### config.mk
export PLATFORM = sky130hd
export DESIGN_NAME = worker_pool_dispatcher_flat
export DESIGN_NICKNAME = d
export VERILOG_FILES = /design/src/wpd_pkg.sv /design/src/wpd_if.sv /design/src/wpd_ctrl.sv /design/src/wpd_dpath.sv /design/src/worker_pool_dispatcher.sv /design/src/flat_wrapper.sv
export VERILOG_INCLUDE_DIRS = /design/src /design/src/src
export SDC_FILE = /design/constraint.sdc
export NUM_CORES = 1
export LEC_CHECK = 0
export BUFFER_PORTS_ARGS = -buffer_cell sky130_fd_sc_hd__buf_2
export CAP_MARGIN = 20
export CELL_PAD_IN_SITES_DETAIL_PLACEMENT = 0
export CELL_PAD_IN_SITES_GLOBAL_PLACEMENT = 1
export CORE_MARGIN = 4
export CORE_UTILIZATION = 57
export DETAILED_ROUTE_END_ITERATION = 8
export PLACE_DENSITY = 0.84
export SYNTH_ARGS = -nofsm -noshare
export SYNTH_HDL_FRONTEND = slang
export SYNTH_SLANG_ARGS = --single-unit
### constraint.sdc
create_clock -name i_clk -period 7.3 [get_ports i_clk]
set_clock_uncertainty 0.2 [all_clocks]
set_input_delay 0.73 -clock i_clk [delete_from_list [all_inputs] [get_ports i_clk]]
set_output_delay 0.73 -clock i_clk [all_outputs]
set_load 0.05 [all_outputs]
### src/worker_pool_dispatcher_assert.svh
// assertion macros shared by the dispatcher modules
`ifndef WORKER_POOL_DISPATCHER_ASSERT_SVH
`define WORKER_POOL_DISPATCHER_ASSERT_SVH
`ifndef ASSERT_OFF
`define WPD_ASSERT(lbl, prop, msg) \
    lbl: assert property (@(posedge i_clk) disable iff (!i_rst_n) prop) else $error(msg);
`define WPD_ASSERT_NEXT(lbl, ante, cons, msg) \
    lbl: assert property (@(posedge i_clk) disable iff (!i_rst_n) (ante) |=> (cons)) else $error(msg);
`else
`define WPD_ASSERT(lbl, prop, msg)
`define WPD_ASSERT_NEXT(lbl, ante, cons, msg)
`endif
`endif

### src/wpd_pkg.sv
package wpd_pkg;

    localparam int FUNC_W     = 2;
    localparam int TAG_W      = 16;
    localparam int WID_W      = 4;
    localparam int NUM_IDS    = 16;
    localparam int CFG_W      = 5;
    localparam int APB_ADDR_W = 3;
    localparam int APB_DATA_W = 32;

    localparam logic [CFG_W-1:0] MAX_WORKERS_RESET = 5'd4;

    // register index taken from paddr above the byte offset
    localparam logic [APB_ADDR_W-3:0] REG_MAX_WORKERS = 1'b0;

    localparam logic [FUNC_W-1:0] FN_SUBMIT   = 2'd0;
    localparam logic [FUNC_W-1:0] FN_FINISHED = 2'd1;
    localparam logic [FUNC_W-1:0] FN_SHUTDOWN = 2'd2;

    typedef enum logic [2:0] {
        ST_TO_IDLE  = 3'd0,
        ST_TO_NEW   = 3'd1,
        ST_QUEUED   = 3'd2,
        ST_REJECTED = 3'd3,
        ST_IDLED    = 3'd4,
        ST_IGNORED  = 3'd5,
        ST_ABORTED  = 3'd6,
        ST_DONE     = 3'd7
    } t_status;

    typedef enum logic [1:0] {
        W_ZERO  = 2'd0,
        W_STACK = 2'd1,
        W_COUNT = 2'd2,
        W_WID   = 2'd3
    } t_wsel;

    typedef enum logic [1:0] {
        T_ZERO = 2'd0,
        T_IN   = 2'd1,
        T_FIFO = 2'd2
    } t_tsel;

    typedef struct packed {
        logic    in_ready;
        logic    emit;
        t_status status;
        t_wsel   wsel;
        t_tsel   tsel;
        logic    last;
        logic    pop_idle;
        logic    create;
        logic    push_q;
        logic    pop_q;
        logic    push_idle;
        logic    clear_all;
        logic    set_stop;
    } t_dp_cmd;

    typedef struct packed {
        logic              in_accept;
        logic [FUNC_W-1:0] func;
        logic              stopping;
        logic              present;
        logic              q_full;
        logic              q_nonempty;
        logic              q_one;
        logic              idle_nonempty;
        logic              stack_room;
        logic              can_create;
        logic              wid_bad;
        logic              slot_free;
    } t_dp_stat;

endpackage

### src/wpd_if.sv
interface wpd_req_if import wpd_pkg::*; ();
    logic              valid;
    logic              ready;
    logic [FUNC_W-1:0] func;
    logic [TAG_W-1:0]  request_tag;
    logic              target_present;
    logic [WID_W-1:0]  worker_id;

    modport source (
        output valid, func, request_tag, target_present, worker_id,
        input  ready
    );
    modport sink (
        input  valid, func, request_tag, target_present, worker_id,
        output ready
    );
endinterface

interface wpd_rsp_if import wpd_pkg::*; ();
    logic             valid;
    logic             ready;
    logic [2:0]       status;
    logic [WID_W-1:0] out_worker;
    logic [TAG_W-1:0] out_tag;
    logic             last;

    modport source (
        output valid, status, out_worker, out_tag, last,
        input  ready
    );
    modport sink (
        input  valid, status, out_worker, out_tag, last,
        output ready
    );
endinterface

### src/wpd_ctrl.sv
`include "worker_pool_dispatcher_assert.svh"

module wpd_ctrl import wpd_pkg::*; (
    input  logic     i_clk,
    input  logic     i_rst_n,
    input  t_dp_stat i_stat,
    output t_dp_cmd  o_cmd
);

    typedef enum logic [1:0] {
        S_IDLE  = 2'd0,
        S_EXEC  = 2'd1,
        S_DRAIN = 2'd2
    } t_state;

    t_state r_state;
    t_state n_state;
    logic   r_in_ready;

    always_comb begin
        n_state        = r_state;
        o_cmd          = '0;
        o_cmd.in_ready = r_in_ready;
        o_cmd.status   = ST_IGNORED;
        o_cmd.wsel     = W_ZERO;
        o_cmd.tsel     = T_ZERO;
        case (r_state)
            S_IDLE: begin
                if (i_stat.in_accept) begin
                    n_state = S_EXEC;
                end
            end
            S_EXEC: begin
                if (i_stat.slot_free) begin
                    o_cmd.emit = 1'b1;
                    o_cmd.last = 1'b1;
                    n_state    = S_IDLE;
                    case (i_stat.func)
                        FN_SUBMIT: begin
                            o_cmd.tsel = T_IN;
                            if (i_stat.stopping || !i_stat.present || i_stat.q_full) begin
                                o_cmd.status = ST_REJECTED;
                            end else if (i_stat.idle_nonempty) begin
                                o_cmd.status   = ST_TO_IDLE;
                                o_cmd.wsel     = W_STACK;
                                o_cmd.pop_idle = 1'b1;
                            end else if (i_stat.can_create) begin
                                o_cmd.status = ST_TO_NEW;
                                o_cmd.wsel   = W_COUNT;
                                o_cmd.create = 1'b1;
                            end else begin
                                o_cmd.status = ST_QUEUED;
                                o_cmd.push_q = 1'b1;
                            end
                        end
                        FN_FINISHED: begin
                            if (i_stat.wid_bad) begin
                                o_cmd.status = ST_IGNORED;
                            end else if (i_stat.q_nonempty) begin
                                // oldest queued word goes straight to the reporting worker
                                o_cmd.status = ST_TO_IDLE;
                                o_cmd.wsel   = W_WID;
                                o_cmd.tsel   = T_FIFO;
                                o_cmd.pop_q  = 1'b1;
                            end else if (i_stat.stack_room) begin
                                o_cmd.status    = ST_IDLED;
                                o_cmd.wsel      = W_WID;
                                o_cmd.push_idle = 1'b1;
                            end else begin
                                o_cmd.status = ST_IGNORED;
                            end
                        end
                        FN_SHUTDOWN: begin
                            if (i_stat.stopping) begin
                                o_cmd.status = ST_DONE;
                            end else if (i_stat.q_nonempty) begin
                                o_cmd.emit = 1'b0;
                                o_cmd.last = 1'b0;
                                n_state    = S_DRAIN;
                            end else begin
                                o_cmd.status    = ST_DONE;
                                o_cmd.clear_all = 1'b1;
                                o_cmd.set_stop  = 1'b1;
                            end
                        end
                        default: begin
                            o_cmd.status = ST_IGNORED;
                        end
                    endcase
                end
            end
            S_DRAIN: begin
                // one abort per cycle while the output slot is free, the final one carries last and clears the pool
                if (i_stat.slot_free) begin
                    o_cmd.emit   = 1'b1;
                    o_cmd.status = ST_ABORTED;
                    o_cmd.tsel   = T_FIFO;
                    o_cmd.pop_q  = 1'b1;
                    o_cmd.last   = i_stat.q_one;
                    if (i_stat.q_one) begin
                        o_cmd.clear_all = 1'b1;
                        o_cmd.set_stop  = 1'b1;
                        n_state         = S_IDLE;
                    end
                end
            end
            default: begin
                n_state = S_IDLE;
            end
        endcase
    end

    always_ff @(posedge i_clk) begin
        if (!i_rst_n) begin
            r_state    <= S_IDLE;
            r_in_ready <= 1'b1;
        end else begin
            r_state    <= n_state;
            r_in_ready <= (n_state == S_IDLE);
        end
    end

    `WPD_ASSERT(a_ready_only_idle, r_in_ready |-> r_state == S_IDLE, "ready outside idle")
    `WPD_ASSERT(a_drain_has_work, r_state == S_DRAIN |-> i_stat.q_nonempty, "drain on empty queue")
    `WPD_ASSERT_NEXT(a_accept_to_exec, i_stat.in_accept, r_state == S_EXEC, "accept not executed")

endmodule

### src/wpd_dpath.sv
`include "worker_pool_dispatcher_assert.svh"

module wpd_dpath import wpd_pkg::*; #(
    parameter int QUEUE_DEPTH = 64,
    parameter int MAX_WORKERS = 16
) (
    input  logic             i_clk,
    input  logic             i_rst_n,
    input  logic [CFG_W-1:0] i_max_workers,
    input  t_dp_cmd          i_cmd,
    output t_dp_stat         o_stat,
    wpd_req_if.sink          i_req,
    wpd_rsp_if.source        o_rsp
);

    // worker ids are four bits wide, so no more than NUM_IDS can ever be idle at once
    localparam int STACK_DEPTH = (MAX_WORKERS < NUM_IDS) ? MAX_WORKERS : NUM_IDS;
    localparam int SCW   = $clog2(STACK_DEPTH + 1);
    localparam int SAW   = (STACK_DEPTH > 1) ? $clog2(STACK_DEPTH) : 1;
    localparam int WCW   = $clog2(MAX_WORKERS + 1);
    localparam int QAW   = (QUEUE_DEPTH > 1) ? $clog2(QUEUE_DEPTH) : 1;
    localparam int QCW   = $clog2(QUEUE_DEPTH + 1);
    localparam int CMP_W = 8;

    // latched input word
    logic [FUNC_W-1:0] r_func;
    logic [TAG_W-1:0]  r_tag;
    logic              r_present;
    logic [WID_W-1:0]  r_wid;

    logic               r_stopping;
    logic [WCW-1:0]     r_worker_count;
    logic [SCW-1:0]     r_idle_count;
    logic [NUM_IDS-1:0] r_idle_flag;
    logic [WID_W-1:0]   r_idle_stack [STACK_DEPTH];

    logic [TAG_W-1:0]   r_q_mem [QUEUE_DEPTH];
    logic [TAG_W-1:0]   r_q_rdata;
    logic [QAW-1:0]     r_head;
    logic [QAW-1:0]     r_tail;
    logic [QCW-1:0]     r_q_count;

    logic               r_out_valid;
    t_status            r_out_status;
    logic [WID_W-1:0]   r_out_worker;
    logic [TAG_W-1:0]   r_out_tag;
    logic               r_out_last;

    logic               in_accept;
    logic               slot_free;
    logic [CMP_W-1:0]   limit;
    logic [SCW-1:0]     idle_dec;
    logic [WID_W-1:0]   stack_top;
    logic [QAW-1:0]     head_inc;
    logic [QAW-1:0]     tail_inc;
    logic [QAW-1:0]     rd_addr;
    logic [WID_W-1:0]   sel_worker;
    logic [TAG_W-1:0]   sel_tag;

    assign i_req.ready = i_cmd.in_ready;
    assign in_accept   = i_req.valid && i_cmd.in_ready;
    assign slot_free   = !r_out_valid || o_rsp.ready;

    always_comb begin
        if (i_max_workers == '0) begin
            limit = CMP_W'(1);
        end else if (CMP_W'(i_max_workers) > CMP_W'(MAX_WORKERS)) begin
            limit = CMP_W'(MAX_WORKERS);
        end else begin
            limit = CMP_W'(i_max_workers);
        end
    end

    assign idle_dec  = r_idle_count - SCW'(1);
    assign stack_top = r_idle_stack[idle_dec[SAW-1:0]];

    assign head_inc = (r_head == QAW'(QUEUE_DEPTH - 1)) ? '0 : r_head + QAW'(1);
    assign tail_inc = (r_tail == QAW'(QUEUE_DEPTH - 1)) ? '0 : r_tail + QAW'(1);
    // read ahead so the new head word is ready the cycle after a pop
    assign rd_addr  = i_cmd.pop_q ? head_inc : r_head;

    always_comb begin
        o_stat               = '0;
        o_stat.in_accept     = in_accept;
        o_stat.func          = r_func;
        o_stat.stopping      = r_stopping;
        o_stat.present       = r_present;
        o_stat.q_full        = (r_q_count == QCW'(QUEUE_DEPTH));
        o_stat.q_nonempty    = (r_q_count != '0);
        o_stat.q_one         = (r_q_count == QCW'(1));
        o_stat.idle_nonempty = (r_idle_count != '0);
        o_stat.stack_room    = (r_idle_count < SCW'(STACK_DEPTH));
        o_stat.can_create    = (CMP_W'(r_worker_count) < limit);
        o_stat.wid_bad       = r_stopping || (CMP_W'(r_wid) >= CMP_W'(r_worker_count))
                               || r_idle_flag[r_wid];
        o_stat.slot_free     = slot_free;
    end

    always_comb begin
        case (i_cmd.wsel)
            W_ZERO:  sel_worker = '0;
            W_STACK: sel_worker = stack_top;
            W_COUNT: sel_worker = WID_W'(r_worker_count);
            W_WID:   sel_worker = r_wid;
            default: sel_worker = '0;
        endcase
        case (i_cmd.tsel)
            T_ZERO:  sel_tag = '0;
            T_IN:    sel_tag = r_tag;
            T_FIFO:  sel_tag = r_q_rdata;
            default: sel_tag = '0;
        endcase
    end

    always_ff @(posedge i_clk) begin
        if (in_accept) begin
            r_func    <= i_req.func;
            r_tag     <= i_req.request_tag;
            r_present <= i_req.target_present;
            r_wid     <= i_req.worker_id;
        end
        if (i_cmd.emit) begin
            r_out_status <= i_cmd.status;
            r_out_worker <= sel_worker;
            r_out_tag    <= sel_tag;
            r_out_last   <= i_cmd.last;
        end
        if (i_cmd.push_idle) begin
            r_idle_stack[r_idle_count[SAW-1:0]] <= r_wid;
        end
    end

    always_ff @(posedge i_clk) begin
        if (i_cmd.push_q) begin
            r_q_mem[r_tail] <= r_tag;
        end
        r_q_rdata <= r_q_mem[rd_addr];
    end

    always_ff @(posedge i_clk) begin
        if (!i_rst_n) begin
            r_stopping     <= 1'b0;
            r_worker_count <= '0;
            r_idle_count   <= '0;
            r_idle_flag    <= '0;
            r_head         <= '0;
            r_tail         <= '0;
            r_q_count      <= '0;
            r_out_valid    <= 1'b0;
        end else begin
            if (i_cmd.set_stop) begin
                r_stopping <= 1'b1;
            end
            if (i_cmd.clear_all) begin
                r_worker_count <= '0;
                r_idle_count   <= '0;
                r_idle_flag    <= '0;
                r_head         <= '0;
                r_tail         <= '0;
                r_q_count      <= '0;
            end else begin
                if (i_cmd.create) begin
                    r_worker_count <= r_worker_count + WCW'(1);
                end
                if (i_cmd.pop_idle) begin
                    r_idle_count           <= idle_dec;
                    r_idle_flag[stack_top] <= 1'b0;
                end else if (i_cmd.push_idle) begin
                    r_idle_count       <= r_idle_count + SCW'(1);
                    r_idle_flag[r_wid] <= 1'b1;
                end
                if (i_cmd.push_q) begin
                    r_tail    <= tail_inc;
                    r_q_count <= r_q_count + QCW'(1);
                end else if (i_cmd.pop_q) begin
                    r_head    <= head_inc;
                    r_q_count <= r_q_count - QCW'(1);
                end
            end
            if (i_cmd.emit) begin
                r_out_valid <= 1'b1;
            end else if (o_rsp.ready) begin
                r_out_valid <= 1'b0;
            end
        end
    end

    assign o_rsp.valid      = r_out_valid;
    assign o_rsp.status     = r_out_status;
    assign o_rsp.out_worker = r_out_worker;
    assign o_rsp.out_tag    = r_out_tag;
    assign o_rsp.last       = r_out_last;

    `WPD_ASSERT(a_flags_match_count, $countones(r_idle_flag) == int'(r_idle_count), "idle flags out of step")
    `WPD_ASSERT(a_queue_bound, r_q_count <= QCW'(QUEUE_DEPTH), "queue count overflow")
    `WPD_ASSERT_NEXT(a_clear_empties, i_cmd.clear_all, r_worker_count == '0 && r_q_count == '0 && r_stopping, "shutdown left state")

endmodule

### src/worker_pool_dispatcher.sv
// Worker pool dispatcher: each input word (submit, finished or shutdown) is taken when
// i_req.ready is high and is worked out in the next cycle if the output register is free,
// else as soon as it frees; i_req.ready rises again only after that, so a word is not taken
// before the last one has been worked out. The next word is accepted even while
// that result still waits on o_rsp, and a result left waiting only holds back the working
// out of that next word. A shutdown with n queued tags gives n aborts at one per cycle
// while o_rsp keeps taking them; the pending queue memory has a single read port and is read
// one word ahead of its head. Idle workers are kept on a LIFO stack, waiting tags in a
// circular queue of QUEUE_DEPTH words; neither needs a clearing pass after reset.
// max_workers sits at byte address 0 of the APB port and should only be written while the
// block is idle.
`include "worker_pool_dispatcher_assert.svh"

module worker_pool_dispatcher import wpd_pkg::*; #(
    parameter int QUEUE_DEPTH = 64,
    parameter int MAX_WORKERS = 16
) (
    input  logic                  i_clk,
    input  logic                  i_rst_n,
    wpd_req_if.sink               i_req,
    wpd_rsp_if.source             o_rsp,
    input  logic                  psel,
    input  logic                  penable,
    input  logic                  pwrite,
    input  logic [APB_ADDR_W-1:0] paddr,
    input  logic [APB_DATA_W-1:0] pwdata,
    output logic [APB_DATA_W-1:0] prdata,
    output logic                  pready
);

    logic [CFG_W-1:0] r_max_workers;
    logic             cfg_wr;
    t_dp_cmd          cmd;
    t_dp_stat         stat;

    assign pready = 1'b1;
    assign cfg_wr = psel && penable && pwrite
                    && (paddr[APB_ADDR_W-1:2] == REG_MAX_WORKERS);

    always_ff @(posedge i_clk) begin
        if (!i_rst_n) begin
            r_max_workers <= MAX_WORKERS_RESET;
        end else if (cfg_wr) begin
            r_max_workers <= pwdata[CFG_W-1:0];
        end
    end

    always_comb begin
        if (paddr[APB_ADDR_W-1:2] == REG_MAX_WORKERS) begin
            prdata = APB_DATA_W'(r_max_workers);
        end else begin
            prdata = '0;
        end
    end

    wpd_ctrl u_ctrl (
        .i_clk   (i_clk),
        .i_rst_n (i_rst_n),
        .i_stat  (stat),
        .o_cmd   (cmd)
    );

    wpd_dpath #(
        .QUEUE_DEPTH (QUEUE_DEPTH),
        .MAX_WORKERS (MAX_WORKERS)
    ) u_dpath (
        .i_clk         (i_clk),
        .i_rst_n       (i_rst_n),
        .i_max_workers (r_max_workers),
        .i_cmd         (cmd),
        .o_stat        (stat),
        .i_req         (i_req),
        .o_rsp         (o_rsp)
    );

    // a waiting result is never overwritten
    `WPD_ASSERT(a_no_overwrite, o_rsp.valid && !o_rsp.ready |=> o_rsp.valid && $stable(o_rsp.out_tag), "result dropped")

endmodule

### src/flat_wrapper.sv
// flat-port wrapper written by rule: the top's interface ports become plain ports
module worker_pool_dispatcher_flat import wpd_pkg::*;
#(
    parameter int QUEUE_DEPTH = 64,
    parameter int MAX_WORKERS = 16
)
  (i_clk, i_rst_n, psel, penable, pwrite, paddr, pwdata, prdata, pready, i_req_valid, i_req_func, i_req_request_tag, i_req_target_present, i_req_worker_id, i_req_ready, o_rsp_valid, o_rsp_status, o_rsp_out_worker, o_rsp_out_tag, o_rsp_last, o_rsp_ready);
  wpd_req_if i_req_i ();
  wpd_rsp_if o_rsp_i ();
  input  logic i_clk;
  input  logic i_rst_n;
  input  logic psel;
  input  logic penable;
  input  logic pwrite;
  input  logic [APB_ADDR_W-1:0] paddr;
  input  logic [APB_DATA_W-1:0] pwdata;
  output logic [APB_DATA_W-1:0] prdata;
  output logic pready;
  input wire logic [$bits(i_req_i.valid)-1:0] i_req_valid;
  input wire logic [$bits(i_req_i.func)-1:0] i_req_func;
  input wire logic [$bits(i_req_i.request_tag)-1:0] i_req_request_tag;
  input wire logic [$bits(i_req_i.target_present)-1:0] i_req_target_present;
  input wire logic [$bits(i_req_i.worker_id)-1:0] i_req_worker_id;
  output wire logic [$bits(i_req_i.ready)-1:0] i_req_ready;
  output wire logic [$bits(o_rsp_i.valid)-1:0] o_rsp_valid;
  output wire logic [$bits(o_rsp_i.status)-1:0] o_rsp_status;
  output wire logic [$bits(o_rsp_i.out_worker)-1:0] o_rsp_out_worker;
  output wire logic [$bits(o_rsp_i.out_tag)-1:0] o_rsp_out_tag;
  output wire logic [$bits(o_rsp_i.last)-1:0] o_rsp_last;
  input wire logic [$bits(o_rsp_i.ready)-1:0] o_rsp_ready;
  assign i_req_i.valid = i_req_valid;
  assign i_req_i.func = i_req_func;
  assign i_req_i.request_tag = i_req_request_tag;
  assign i_req_i.target_present = i_req_target_present;
  assign i_req_i.worker_id = i_req_worker_id;
  assign i_req_ready = i_req_i.ready;
  assign o_rsp_valid = o_rsp_i.valid;
  assign o_rsp_status = o_rsp_i.status;
  assign o_rsp_out_worker = o_rsp_i.out_worker;
  assign o_rsp_out_tag = o_rsp_i.out_tag;
  assign o_rsp_last = o_rsp_i.last;
  assign o_rsp_i.ready = o_rsp_ready;
  worker_pool_dispatcher #(.QUEUE_DEPTH(QUEUE_DEPTH), .MAX_WORKERS(MAX_WORKERS)) u_core (.i_clk(i_clk), .i_rst_n(i_rst_n), .i_req(i_req_i), .o_rsp(o_rsp_i), .psel(psel), .penable(penable), .pwrite(pwrite), .paddr(paddr), .pwdata(pwdata), .prdata(prdata), .pready(pready));
endmodule
==> flow_summary_export.csv <==
group,metric,value,unit
status,status,"complete, no violations",
floorplanning,core-area,83600,sq um
worst_setup_path,reg2reg_slack,1220,ps
cts,cts_buffer_depth,3,
sta,slew_headroom,22.2,%
cts,cts_setup_buffers,0,
synthesis,netlist_instances,3011,
floorplanning,die_w,298,um
synthesis,synth_top_cell_by_area,"edfxtp_1",
floorplanning,die_area,88900,sq um
cells_and_area,final_util,64.3,%
synthesis,synth_area,48000,sq um
cells_and_area,syn_to_final_growth,11.8,%
floorplanning,boundaryPins,124,
worst_hold_path,min_from,"pwdata[2]",
place,dpl.hpwl,65200,um
worst_setup_path,crit_path_start_kind,"flip-flop",
worst_hold_path,hold_end,"u_core.r_max_workers[2]",
cells_and_area,drive_above_1_share,13.3,%
sta,hold_viol,0,
sta,fin_crit_sh,83.3,%
drt,route.met2.wl,54600,um
global_route,grt-ovfl-total,0,
cts,tritoncts,"done",
flow_run,cap_violations,0,
cts,clk_pin_slew,60,ps
global_route,grt_max_degree,105,
sta,tightest_slew,1170,ps
drt,met1Wirelength,44400,um
sta,maxSlewViolCount,0,
sta,fin_setup_tns,0,ps
global_route,grt_pass1_vias,27000,
floorplanning,die_height,298,um
drt,drtAntennaViolNets,0,
drt,vias,27200,
synthesis,ys_seq_area_share,74.0,%
cts,htreeDepth,3,
sta,rsz0062_at_grt,"false",
place,numPortBuffers,66,
synthesis,synth.area.top_cells,"edfxtp_1 (71%), mux2i_1 (7.1%), dfxtp_1 (3.0%), mux4_2 (2.5%), o22ai_1 (2.3%)",
synthesis,ys_types,70,
drt,drc_errors,0,
pwr,intPower,10.9,mW
synthesis,yosysWarnings,0,
drt,wl_per_cell,25.9,um
worst_hold_path,min_path_type,"primary input to flip-flop",
place,gp_congestion,0.838,
place,post-place-cells,4083,
pwr,total_power,13.7,mW
cts,cts.sinks,1206,
sta,layout_setup_ws,1220,ps
pwr,p_leak,19.8,nW
sta,fin_crit,6080,ps
sta,setup_viol,0,
synthesis,synth_edf_count,1135,
synthesis,avgSynthCellArea,15.9,sq um
floorplanning,start_util,57.5,%
floorplanning,num_rows,106,
place,dp_slack,1230,ps
place,place_area,49700,sq um
global_route,antenna_found_initial,2,
worst_setup_path,r2r_end,"u_core.u_dpath.r_q_rdata[5]",
drt,firstDrtPassIters,7,
pwr,clockPowerShare,42.1,%
global_route,grt_util_all_layers,24.8,%
worst_setup_path,crit_required,7690,ps
worst_hold_path,holdPathStages,3,
global_route,grt_pass1_wl,167000,um
pwr,combPwrFrac,2.3,%
cts,ctsHoldBuffers,23,
pwr,switchingPower,2.78,mW
cts,ctsResizeCount,0,
synthesis,synth-seq-cells,1206,
pwr,power_density,256,nW/um^2
cells_and_area,instances_no_fill,4322,
worst_setup_path,cp.arrival,6470,ps
drt,drtIter0Drc,3071,
cts,cts_buffers,115,
worst_setup_path,path_class,"flip-flop to flip-flop",
pwr,seq_power_share,55.6,%
pwr,netSwitchingFraction,20.3,%
cells_and_area,final_nets,3234,
drt,via_per_inst,6.29,
cells_and_area,final_area,53700,sq um
drt,highest_layer,"met4",
cells_and_area,antenna_cells,0,
synthesis,synth_top_area_share,71.0,%
pwr,peakVddDrop,0.205,mV
synthesis,synthArstFlopShare,0,%
cts,worstSkewPairLatency,700,ps
worst_setup_path,critPathMaxFanout,39,
cts,ctsRootBufferMaster,"clkbuf_16",
worst_setup_path,regToRegStartpoint,"u_core.u_dpath.r_wid[1]",
synthesis,synthFlopType,"edfxtp_1",
worst_setup_path,ff2ff_path_depth,12,
drt,wl,112000,um
drt,dr_wl_met3,8990,um
sta,max_freq,0.164,GHz
worst_setup_path,cp-end-kind,"flip-flop",
sta,whs,63.7,ps
## critical path, stage by stage (launching register included)
cell and delay [ps]:
edfxtp_1 980, mux4_2 600, a22o_1 300, nor4b_4 340, a21boi_2 250, inv_2 330
mux2_4 600, a21o_2 690, buf_4 370, o22ai_1 130, o21ai_0 460, nand3_1 320
or3_1 380
## power by group through the flow
stage | Clock [mW] | Combinational [mW] | Sequential [mW]
floorplan | 0 | 0.128 | 7.83
global placement | 0 | 0.297 | 7.77
detailed placement | 0 | 0.311 | 7.77
CTS | 5.86 | 0.321 | 7.62
global route | 6.17 | 0.344 | 7.62
finish | 5.77 | 0.322 | 7.63
## cells in the final DEF, fill, tap and decap left out, types with 27 or more instances in the layout
cell	count
edfxtp_1	1135
mux2i_1	341
nand2_1	198
o22ai_1	178
nor2_1	171
a21oi_1	143
clkbuf_16	115
buf_4	103
o21ai_0	74
dfxtp_1	71
buf_2	66
nand3_1	55
mux4_2	54
a22o_1	48
conb_1	28
clkbuf_1	28
clkinv_1	27
## cells by family (layout without fill, tap and decap cells)
| family | after synthesis | after routing | synth area share (%) |
|---|---|---|---|
| xor gates and xnor gates | 20 | 20 | 0.365 |
| and+or+nand+nor | 542 | 542 | 5.03 |
| adders and majority gates | 26 | 26 | 0.678 |
| AOI/OAI and AO/OA | 585 | 585 | 7.89 |
| muxes | 400 | 400 | 9.76 |
| other | 2 | 28 | 0.0156 |
| buffers and inverters | 230 | 435 | 2.30 |
| DFF | 1206 | 1206 | 74.0 |
## cell type report
type / instances / area, sq um
Sequential cell: 1206 / 35500
Fill cell: 5706 / 29900
Multi-Input combinational cell: 1601 / 11600
Clock buffer: 143 / 2980
Timing Repair Buffer: 198 / 1450
Tap cell: 1080 / 1350
Clock inverter: 73 / 728
Inverter: 21 / 78.8
## per-layer routing
layer	GRT usage [%]	vias up
met5	0	-
met4	9.35	0
met3	3.85	183
met2	40.3	1221
met1	34.4	13800
li1	-	12000
## worst max-delay path by stage
stage | slack (ps) | start | to
after floorplan | 3040 | u_core.u_dpath.r_idle_count[0] | u_core.u_dpath.r_q_mem[53][0]
final | 1220 | u_core.u_dpath.r_wid[1] | u_core.u_dpath.r_q_rdata[5]
after global placement | 1180 | u_core.u_dpath.r_wid[1] | u_core.u_dpath.r_q_rdata[8]
after CTS | 1200 | u_core.u_dpath.r_wid[1] | u_core.u_dpath.r_q_rdata[5]
after global routing | 900 | u_core.u_dpath.r_wid[1] | u_core.u_dpath.r_q_rdata[5]
after detailed placement | 1230 | u_core.u_dpath.r_wid[1] | u_core.u_dpath.r_q_rdata[5]
## cell usage after synthesis (5+ instances only)
cell type,count
edfxtp_1,1135
mux2i_1,342
nand2_1,198
nor2_1,181
o22ai_1,178
a21oi_1,143
clkbuf_1,94
o21ai_0,74
dfxtp_1,71
buf_2,57
nand3_1,55
mux4_2,54
a22o_1,48
buf_4,37
ha_1,26
a21o_1,23
or3_1,21
inv_1,20
a22oi_1,19
a211oi_1,18
a221o_1,17
buf_1,17
nor3_1,16
a311o_1,15
o2111ai_1,15
nor2b_1,14
xnor2_1,11
nand2b_1,10
xor2_1,9
o21ai_1,8
nand3b_1,7
nand4_1,6
or2_2,6
and3_1,5
## registers in the layout (all words and copies together) (netlist names), 6 cells and up
name and flops:
u_core.u_dpath.r_idle_flag 16, u_core.u_dpath.r_head 6, u_core.u_dpath.r_q_rdata 16, u_core.u_dpath.r_q_count 7, u_core.u_dpath.r_tag 16, u_core.u_dpath.o_rsp.out_tag 16
u_core.u_dpath.r_idle_stack 64, u_core.u_dpath.r_tail 6, u_core.u_dpath.r_q_mem 1024
Note: power is estimated with default switching activity, not from simulation.
